==> src/rtl/core/snoc_pkg.sv <==
package snoc_pkg;

   localparam int MAX_GRID_WIDTH  = 256;
   localparam int MAX_GRID_HEIGHT = 256;

   localparam int COL_W  = $clog2(MAX_GRID_WIDTH);
   localparam int ROW_W  = $clog2(MAX_GRID_HEIGHT);
   localparam int ADDR_W = COL_W + ROW_W;

   localparam int CELL_W    = 12;
   localparam int POS_W     = 8;
   localparam int CFG_DIM_W = 9;
   localparam int RING_W    = 8;
   localparam int CSR_IDX_W = 2;
   localparam int CSR_DAT_W = 9;

   localparam logic [CSR_IDX_W-1:0] CSR_GRID_WIDTH  = 2'd0;
   localparam logic [CSR_IDX_W-1:0] CSR_GRID_HEIGHT = 2'd1;
   localparam logic [CSR_IDX_W-1:0] CSR_MAX_RINGS   = 2'd2;

   localparam logic [CFG_DIM_W-1:0] GRID_WIDTH_RESET  = 9'd256;
   localparam logic [CFG_DIM_W-1:0] GRID_HEIGHT_RESET = 9'd256;
   localparam logic [RING_W-1:0]    MAX_RINGS_RESET   = 8'd50;

   localparam logic CMD_SET  = 1'b0;
   localparam logic CMD_FIND = 1'b1;

   typedef struct packed {
      logic [CFG_DIM_W-1:0] cols;
      logic [CFG_DIM_W-1:0] rows;
      logic [RING_W-1:0]    max_rings;
   } cfg_type;

   typedef struct packed {
      logic clear;
      logic write_cell;
      logic start;
      logic step;
      logic capture;
      logic load_out;
   } dp_cmd_type;

   typedef struct packed {
      logic clear_last;
      logic hit;
      logic exhausted;
   } dp_status_type;

endpackage

==> src/rtl/core/snoc_ctrl.sv <==
module snoc_ctrl (
   input  logic                     clock,
   input  logic                     reset,
   input  logic                     req_valid,
   input  logic                     req_command,
   output logic                     req_ready,
   output logic                     rsp_valid,
   input  logic                     rsp_ready,
   output snoc_pkg::dp_cmd_type     cmd,
   input  snoc_pkg::dp_status_type  status
);

   typedef enum logic [1:0] {
      ST_CLEAR,
      ST_IDLE,
      ST_WALK,
      ST_EMIT
   } state_type;

   state_type state_ff;
   logic      rsp_valid_ff;
   logic      out_free;

   assign out_free  = !rsp_valid_ff || rsp_ready;
   assign req_ready = (state_ff == ST_IDLE);
   assign rsp_valid = rsp_valid_ff;

   always_comb begin
      cmd = '0;
      unique case (state_ff)
         ST_CLEAR: cmd.clear = 1'b1;
         ST_IDLE: begin
            if (req_valid) begin
               cmd.start      = (req_command == snoc_pkg::CMD_FIND);
               cmd.write_cell = (req_command == snoc_pkg::CMD_SET);
            end
         end
         ST_WALK: begin
            if (status.hit || status.exhausted) begin
               cmd.capture = 1'b1;
            end else begin
               cmd.step = 1'b1;
            end
         end
         ST_EMIT: cmd.load_out = out_free;
      endcase
   end

   always_ff @(posedge clock) begin
      if (reset) begin
         state_ff     <= ST_CLEAR;
         rsp_valid_ff <= 1'b0;
      end else begin
         if (cmd.load_out) begin
            rsp_valid_ff <= 1'b1;
         end else if (rsp_ready) begin
            rsp_valid_ff <= 1'b0;
         end
         unique case (state_ff)
            ST_CLEAR: if (status.clear_last) state_ff <= ST_IDLE;
            ST_IDLE:  if (cmd.start) state_ff <= ST_WALK;
            ST_WALK:  if (cmd.capture) state_ff <= ST_EMIT;
            ST_EMIT:  if (cmd.load_out) state_ff <= ST_IDLE;
         endcase
      end
   end

endmodule

==> config.mk <==
export PLATFORM = sky130hd
export DESIGN_NAME = snoc_ctrl
export DESIGN_NICKNAME = d
export VERILOG_FILES = /design/src/rtl/core/snoc_pkg.sv /design/src/rtl/core/snoc_ctrl.sv
export SDC_FILE = /design/constraint.sdc
export NUM_CORES = 1
export LEC_CHECK = 0
export ABC_CLOCK_PERIOD_IN_PS = 2100
export BUFFER_PORTS_ARGS = -buffer_cell sky130_fd_sc_hd__buf_2
export CAP_MARGIN = 20
export CORE_AREA = 2 2 39 41
export DETAILED_ROUTE_END_ITERATION = 8
export DIE_AREA = 0 0 41 43
export PLACE_DENSITY = 0.48
export SLEW_MARGIN = 40
export SYNTH_ARGS = -nofsm -noshare
export SYNTH_HDL_FRONTEND = slang
export SYNTH_SLANG_ARGS = --single-unit
==> constraint.sdc <==
create_clock -name clock -period 2.1 [get_ports clock]
set_clock_uncertainty 0.1 [all_clocks]
set_input_delay 0.42 -clock clock [delete_from_list [all_inputs] [get_ports clock]]
set_output_delay 0.42 -clock clock [all_outputs]
set_load 0.02 [all_outputs]
==> reports/qor.yml <==
synthesis:
  postSynthCellCount: 29
  synth_top_area_share_pct: 22.1
  synth_cell_types: 15
  syn-cell-area_um2: 283
  synth_area_leaders: "ha_1 22%, dfxtp_1 21%, a2111oi_4 9.7%, nor3b_4 6.6%, a21boi_0 5.3%"
  synth_top_area_cell: "ha_1"
  yosys_warnings: 0
  yosysSeqAreaShare_pct: 21.2
  synth_seq_cells: 3
  syn-num-nets: 42
  synth_area_per_cell_um2: 9.75
power:
  intPower_uw: 285
  powerDensity_nw_per_um2: 1220
  seq_power_share_pct: 20.1
  power.switching_uw: 207
  p_leak_nw: 0.221
  total_power_uw: 492
  comb_power_share_pct: 59.6
  irDropWorstVdd_mv: 0.402
  clkPwrFrac_pct: 20.3
  p_sw_share_pct: 42.1
sta:
  slew_headroom_pct: 78.1
  fin_setup_tns_ps: 0
  fin_crit_ps: 1830
  drv_slew: 0
  fmax_mhz: 545
  rsz0062_at_grt: "no"
  timing.final.ws_setup_ps: 266
  tightestPinTransition_ps: 325
  timing.hold.ws_ps: 298
  min_period_over_period_pct: 87.3
  setup_viol: 0
  hold_viol_final: 0
layout:
  final_area_um2: 404
  final_nets: 62
  drive_gt1_share_pct: 43.8
  multi_input_area_um2: 208
  fin_util_pct: 29.2
  syn_to_final_growth_pct: 42.9
  fillCellCount: 150
  seq_area_um2: 60.1
  n_antenna_cell: 0
  fin_cells: 64
place:
  placed_cells: 60
  pre_cts_ws_ps: 297
  gp_congestion: 0.604
  dpl_cell_area_um2: 378
  hpwl_um: 472
  io_buffers: 15
die:
  die-area_um2: 1760
  rows: 14
  die_x_um: 41
  fp.dieH_um: 43
  core_um2: 1380
  initial_utilization_pct: 20.4
  ioPinCount: 16
setup_path:
  worstPathCellList: "inv_1 -> ha_1 -> nor3b_4 -> buf_2"
  cp_data_arrival_time_ps: 1310
  cp_slowest_cell: "dfxtp_1"
  critPathRequiredTime_ps: 1580
  worst_setup_path_end_kind: "output pin"
  crit_buf_inv: 2
  worstSetupPathType: "reg2out"
  cp.depth: 4
  cp_top_family: "flip-flops"
  rr_worst_depth: 5
  startpoint_type: "register"
  cp_max_fo: 4
  critPathMaxStageDelay_ps: 330
clocking:
  cts_setup_buffers: 0
  clockRootBuffer: "clkbuf_4"
  hold_buffers: 0
  clk_latency_ps: 230
  cts_sinks: 3
  clock_path_buffers: 2
  cts_resized: 0
  htreeDepth: 1
  clkTransAtPathRegs_ps: 30
  cts_tree: "yes"
  cts_buffers: 3
detailed_routing:
  wl_um: 535
  vias: 266
  ant_nets: 0
  viasPerCell: 4.16
  firstDrtPassIters: 1
  route.detailed.drc: 0
  drtIter0Drc: 0
  post_drt_wl_per_cell_um: 8.36
global_route:
  grt_pass1_wl_um: 807
  overflow: 0
  antenna_found_initial: 0
  grt_util_all_layers_pct: 7.41
  grt_max_degree: 6
  grt_pass1_vias: 226
status:
  outcome: "finished, final reports clean"
job:
  maxCapViolations: 0
min_path:
  hold_depth: 2
  hp-class: "in2reg"
## layout by cell type, fill, tap and decap left out, drive strengths merged, types with 2 or more instances in the layout
cell	instances
dfxtp	3
clkbuf	4
inv	4
a21boi	2
nor2	4
nand2b	2
ha	5
buf	15
## cell families (layout without fill, tap and decap cells)
| family | Yosys count | count (layout) | share of synthesized area (%) |
|---|---|---|---|
| multiplexers | 2 | 2 | 8.85 |
| AO/OA/AOI/OAI | 5 | 5 | 19.5 |
| buffers and inverters | 4 | 23 | 5.31 |
| AND/OR/NAND/NOR | 10 | 10 | 23.0 |
| flip-flops | 3 | 3 | 21.2 |
| adder cells (fa/ha/maj) | 5 | 5 | 22.1 |
## final timing paths
| path | slack [ps] | to | from |
|---|---|---|---|
| worst max-delay path | 270 | cmd[2] | state_ff[0]$_SDFFE_PP0P_ |
| worst min-delay path | 300 | rsp_valid$_SDFFE_PP0P_ | reset |
| worst max register to register | 310 | state_ff[0]$_SDFFE_PP0P_ | state_ff[0]$_SDFFE_PP0P_ |
| worst min register to register | 410 | state_ff[1]$_SDFFE_PP0P_ | state_ff[1]$_SDFFE_PP0P_ |
## power groups by stage
stage / clock, mW / combinational [mW] / sequential (mW)
final: 0.100 / 0.293 / 0.0988
after global routing: 0.107 / 0.333 / 0.102
after global placement: 0 / 0.296 / 0.0980
after CTS: 0.104 / 0.300 / 0.0998
after floorplan: 0 / 0.229 / 0.0966
after detailed placement: 0 / 0.297 / 0.100
## layout make-up
class,count,area share (%)
sequential,3,14.9
clock buffer,4,6.50
inverter,4,3.72
tap,16,4.95
timing repair buffer,15,18.6
multi-input combinational,22,51.4
## sequential cells by signal, summed over array words and instances, names as in the netlist
signal     cells
rsp_valid      1
state_ff       2
## metal layers
| layer | wire (um) | track usage, % |
|---|---|---|
| met1 | 208 | 7.03 |
| met2 | 217 | 10.6 |
| met3 | 92 | 4.71 |
| met4 | 17 | 6.00 |
| met5 | 0 | 0 |
## cells in the mapped netlist
master     instances
ha_1               5
inv_1              4
nor2_1             4
dfxtp_1            3
a21boi_0           2
nand2b_1           2
a2111oi_4          1
a21oi_1            1
and3_1             1
and3b_1            1
mux2_4             1
mux2i_1            1
nand2_1            1
nor3b_4            1
o21a_1             1
Note: power is estimated with default switching activity, not from simulation.
