==> src/rtl/core/snoc_pkg.sv <==
package snoc_pkg;

   localparam int MAX_GRID_WIDTH  = 256;
   localparam int MAX_GRID_HEIGHT = 256;

   localparam int COL_W  = $clog2(MAX_GRID_WIDTH);
   localparam int ROW_W  = $clog2(MAX_GRID_HEIGHT);
   localparam int ADDR_W = COL_W + ROW_W;

   localparam int CELL_W    = 12;
   localparam int POS_W     = 8;
   localparam int CFG_DIM_W = 9;
   localparam int RING_W    = 8;
   localparam int CSR_IDX_W = 2;
   localparam int CSR_DAT_W = 9;

   localparam logic [CSR_IDX_W-1:0] CSR_GRID_WIDTH  = 2'd0;
   localparam logic [CSR_IDX_W-1:0] CSR_GRID_HEIGHT = 2'd1;
   localparam logic [CSR_IDX_W-1:0] CSR_MAX_RINGS   = 2'd2;

   localparam logic [CFG_DIM_W-1:0] GRID_WIDTH_RESET  = 9'd256;
   localparam logic [CFG_DIM_W-1:0] GRID_HEIGHT_RESET = 9'd256;
   localparam logic [RING_W-1:0]    MAX_RINGS_RESET   = 8'd50;

   localparam logic CMD_SET  = 1'b0;
   localparam logic CMD_FIND = 1'b1;

   typedef struct packed {
      logic [CFG_DIM_W-1:0] cols;
      logic [CFG_DIM_W-1:0] rows;
      logic [RING_W-1:0]    max_rings;
   } cfg_type;

   typedef struct packed {
      logic clear;
      logic write_cell;
      logic start;
      logic step;
      logic capture;
      logic load_out;
   } dp_cmd_type;

   typedef struct packed {
      logic clear_last;
      logic hit;
      logic exhausted;
   } dp_status_type;

endpackage

==> src/rtl/core/snoc_csr.sv <==
module snoc_csr (
   input  logic                             clock,
   input  logic                             reset,
   input  logic                             wr_valid,
   input  logic [snoc_pkg::CSR_IDX_W-1:0]   wr_index,
   input  logic [snoc_pkg::CSR_DAT_W-1:0]   wr_data,
   output snoc_pkg::cfg_type                cfg
);

   logic [snoc_pkg::CFG_DIM_W-1:0] grid_width_ff;
   logic [snoc_pkg::CFG_DIM_W-1:0] grid_height_ff;
   logic [snoc_pkg::RING_W-1:0]    max_rings_ff;

   always_ff @(posedge clock) begin
      if (reset) begin
         grid_width_ff  <= snoc_pkg::GRID_WIDTH_RESET;
         grid_height_ff <= snoc_pkg::GRID_HEIGHT_RESET;
         max_rings_ff   <= snoc_pkg::MAX_RINGS_RESET;
      end else if (wr_valid) begin
         unique case (wr_index)
            snoc_pkg::CSR_GRID_WIDTH:  grid_width_ff  <= wr_data;
            snoc_pkg::CSR_GRID_HEIGHT: grid_height_ff <= wr_data;
            snoc_pkg::CSR_MAX_RINGS:   max_rings_ff   <= wr_data[snoc_pkg::RING_W-1:0];
            default: ;
         endcase
      end
   end

   // clamp the grid to the size of the map
   always_comb begin
      cfg.cols = (int'(grid_width_ff) > snoc_pkg::MAX_GRID_WIDTH)
               ? snoc_pkg::CFG_DIM_W'(snoc_pkg::MAX_GRID_WIDTH) : grid_width_ff;
      cfg.rows = (int'(grid_height_ff) > snoc_pkg::MAX_GRID_HEIGHT)
               ? snoc_pkg::CFG_DIM_W'(snoc_pkg::MAX_GRID_HEIGHT) : grid_height_ff;
      cfg.max_rings = max_rings_ff;
   end

endmodule

==> config.mk <==
export PLATFORM = sky130hd
export DESIGN_NAME = snoc_csr
export DESIGN_NICKNAME = d
export VERILOG_FILES = /design/src/rtl/core/snoc_pkg.sv /design/src/rtl/core/snoc_csr.sv
export SDC_FILE = /design/constraint.sdc
export NUM_CORES = 1
export LEC_CHECK = 0
export BUFFER_PORTS_ARGS = -buffer_cell sky130_fd_sc_hd__clkbuf_2
export CAP_MARGIN = 0
export CORE_MARGIN = 2
export CORE_UTILIZATION = 40
export CTS_CLUSTER_SIZE = 30
export DETAILED_ROUTE_END_ITERATION = 10
export GPL_ROUTABILITY_DRIVEN = 0
export GPL_TIMING_DRIVEN = 0
export PLACE_DENSITY_LB_ADDON = 0.05
export SYNTH_ARGS = -nofsm -noshare
export SYNTH_HDL_FRONTEND = slang
export SYNTH_SLANG_ARGS = --single-unit
==> constraint.sdc <==
create_clock -name clock -period 1.2 [get_ports clock]
set_input_delay 0.06 -clock clock [delete_from_list [all_inputs] [get_ports clock]]
set_output_delay 0.06 -clock clock [all_outputs]
set_load 0.05 [all_outputs]
==> results.json <==
{
  "hp-class": "input port to flip-flop",
  "globalRouteOverflowTotal": 0,
  "required_ps": 1140,
  "drive_gt1_share_pct": 28.7,
  "grt_use_total_pct": 15.2,
  "syn_area_um2": 1190,
  "wl_um": 2390,
  "setup_tns_ps": 0,
  "hold_end": "max_rings_ff[1]$_SDFFE_PP1P_",
  "tightest_slew_ps": 463,
  "synth_flop_cell": "dfxtp_1",
  "grt_max_degree": 15,
  "syn_inst": 121,
  "synth_edf_count": 0,
  "clk_pin_slew_ps": 140,
  "grt_pass1_vias": 868,
  "final_antenna_net_count": 0,
  "async_flop_share_pct": 0,
  "syn-num-nets": 135,
  "yosysTopAreaCell": "dfxtp_1",
  "die_area_um2": 3420,
  "ys_warn_count": 0,
  "power_density_nw_per_um2": 1040,
  "yosys-top-cells-area": "dfxtp_1, mux2i_1, nand2b_1",
  "drt-initial-drc-count": 13,
  "synth_top_area_share_pct": 43.9,
  "dieHeight_um": 58.5,
  "reg2reg_depth": 2,
  "ys_ff_latch": 26,
  "cts_sinks": 26,
  "irDropWorstVdd_v": 0.000632,
  "rrSetupSlack_ps": 500,
  "die_w_um": 58.5,
  "yosysUniqueCellTypes": 11,
  "io_buffers": 38,
  "setup_viol": 0,
  "cp_max_fo": 10,
  "cts_root_buf": "clkbuf_4",
  "antenna_found_initial": 0,
  "cts_tree": "yes",
  "core_um2": 2780,
  "max-clock-path-buffers": 2,
  "cp-start-kind": "flip-flop",
  "final_max_slew_viol_count": 0,
  "hold_start": "wr_data[1]",
  "n_fill_cell": 271,
  "yosysSeqAreaShare_pct": 43.9,
  "reg2reg_from": "grid_width_ff[8]$_SDFFE_PP1P_",
  "avgViaCountPerCell": 4.74,
  "synth_commonest_cells": "nand2b_1, dfxtp_1, mux2i_1",
  "dp_hpwl_um": 1890,
  "drv_cap": 0,
  "grt_first_pass_wirelength_um": 3950,
  "syn_to_final_growth_pct": 27.6,
  "crit_arrival_ps": 1080,
  "finalNetCount": 179,
  "hold_violations": 0,
  "synth_area_per_cell_um2": 9.80,
  "min_path_cells": 3,
  "crit_type": "flip-flop to primary output",
  "fp-row-count": 19,
  "first_pass_iters": 4,
  "initial_core_util_pct": 42.6,
  "cts_made_buffers": 3,
  "rsz0062_at_grt": "no",
  "dpl.cell_count": 190,
  "min_period_over_period_pct": 94.7,
  "slew_headroom_pct": 69.0,
  "rr_endpoint": "grid_width_ff[8]$_SDFFE_PP1P_",
  "fmax_mhz": 880,
  "ctsHtreeMaxLevel": 1,
  "antennaDiodeCount": 0,
  "clk_latency_ps": 320,
  "status": "complete, no violations",
  "wl_per_cell_um": 12.2,
  "crit_path_end_kind": "primary output",
  "drc": 0,
  "p_leak_uw": 0.000683,
  "pin_count": 40,
  "vias": 924,
  "skew_ps": 0,
  "yosysMostFrequentCell": "nand2b_1",
  "finalNonFillerCells": 195,
  "min_period_ps": 1140
}
routing by layer:
metal	global-route usage [%]	routed length (um)
met5	0	0
met4	6.98	16
met3	3.08	124
met2	23.8	1120
met1	20.1	1130
worst max-delay path by stage:
stage	startpoint	end	slack, ps	depth (start not counted)
floorplan	grid_height_ff[8]$_SDFFE_PP1P_	cfg[10]	60	1
global placement	reset	grid_width_ff[4]$_SDFFE_PP0P_	130	4
detailed placement	reset	grid_width_ff[5]$_SDFFE_PP0P_	100	4
CTS	grid_width_ff[8]$_SDFFE_PP1P_	cfg[20]	3	2
global route	grid_height_ff[8]$_SDFFE_PP1P_	cfg[10]	0.4	2
finish	grid_height_ff[8]$_SDFFE_PP1P_	cfg[11]	60	2
worst max-delay path, stage by stage, from the launching register on:
cell and delay, ps:
dfxtp_4 410, nor2b_1 130, buf_4 210
per-stage QoR:
stage	util [%]	setup WS [ps]	power, uW	hold WS (ps)	cell area (um2)
2_1_floorplan	-	60.1	1080	227	1190
3_3_place_gp	50.9	126	1140	329	1420
3_5_place_dp	50.9	98.9	1140	336	1420
4_1_cts	54.3	2.74	1590	2.07	1510
5_1_grt	54.4	0.387	1650	7.56	1510
6_report	54.4	64.0	1570	14.2	1510
power by group:
part           internal, uW  switching, uW  total [uW]
logic                  89.5            124         214
registers               891           19.8         911
clock network           186            259         445
total                  1170            404        1570
logic make-up after synthesis:
logic type	after synthesis	share of synthesized area [%]
buffers and inverters	9	3.06
DFF	26	43.9
muxes	26	21.9
and+or+nand+nor	60	31.1
state kept, by name (all words and copies together) (netlist names):
signal	cells
max_rings_ff	8
grid_height_ff	9
grid_width_ff	9
final cells by class:
cell class	count	area (um2)	share of cell area (%)
Sequential cell	26	528	34.9
Buffer	9	36.3	2.40
Clock buffer	4	36.3	2.40
Timing Repair Buffer	39	245	16.2
Tap cell	31	38.8	2.56
Multi-Input combinational cell	86	629	41.6
repair_timing:
item                       4_1_cts  5_1_grt
setup endpoints to repair       18       12
pin swaps                        0        0
hold endpoints to repair         2        0
gates resized for setup         21       13
buffers inserted                 0        0
hold buffers                     1        0
cell usage in the layout, fill, tap and decap left out, types with 2 or more instances in the layout:
| cell | count |
|---|---|
| nand2b_1 | 29 |
| mux2i_1 | 26 |
| dfxtp_1 | 24 |
| clkbuf_2 | 20 |
| nor2b_1 | 16 |
| buf_4 | 11 |
| clkbuf_4 | 10 |
| nor2_1 | 9 |
| clkbuf_1 | 7 |
| buf_2 | 2 |
| and3b_1 | 2 |
| nand3b_1 | 2 |
| dfxtp_4 | 2 |
Note: power is estimated with default switching activity, not from simulation.
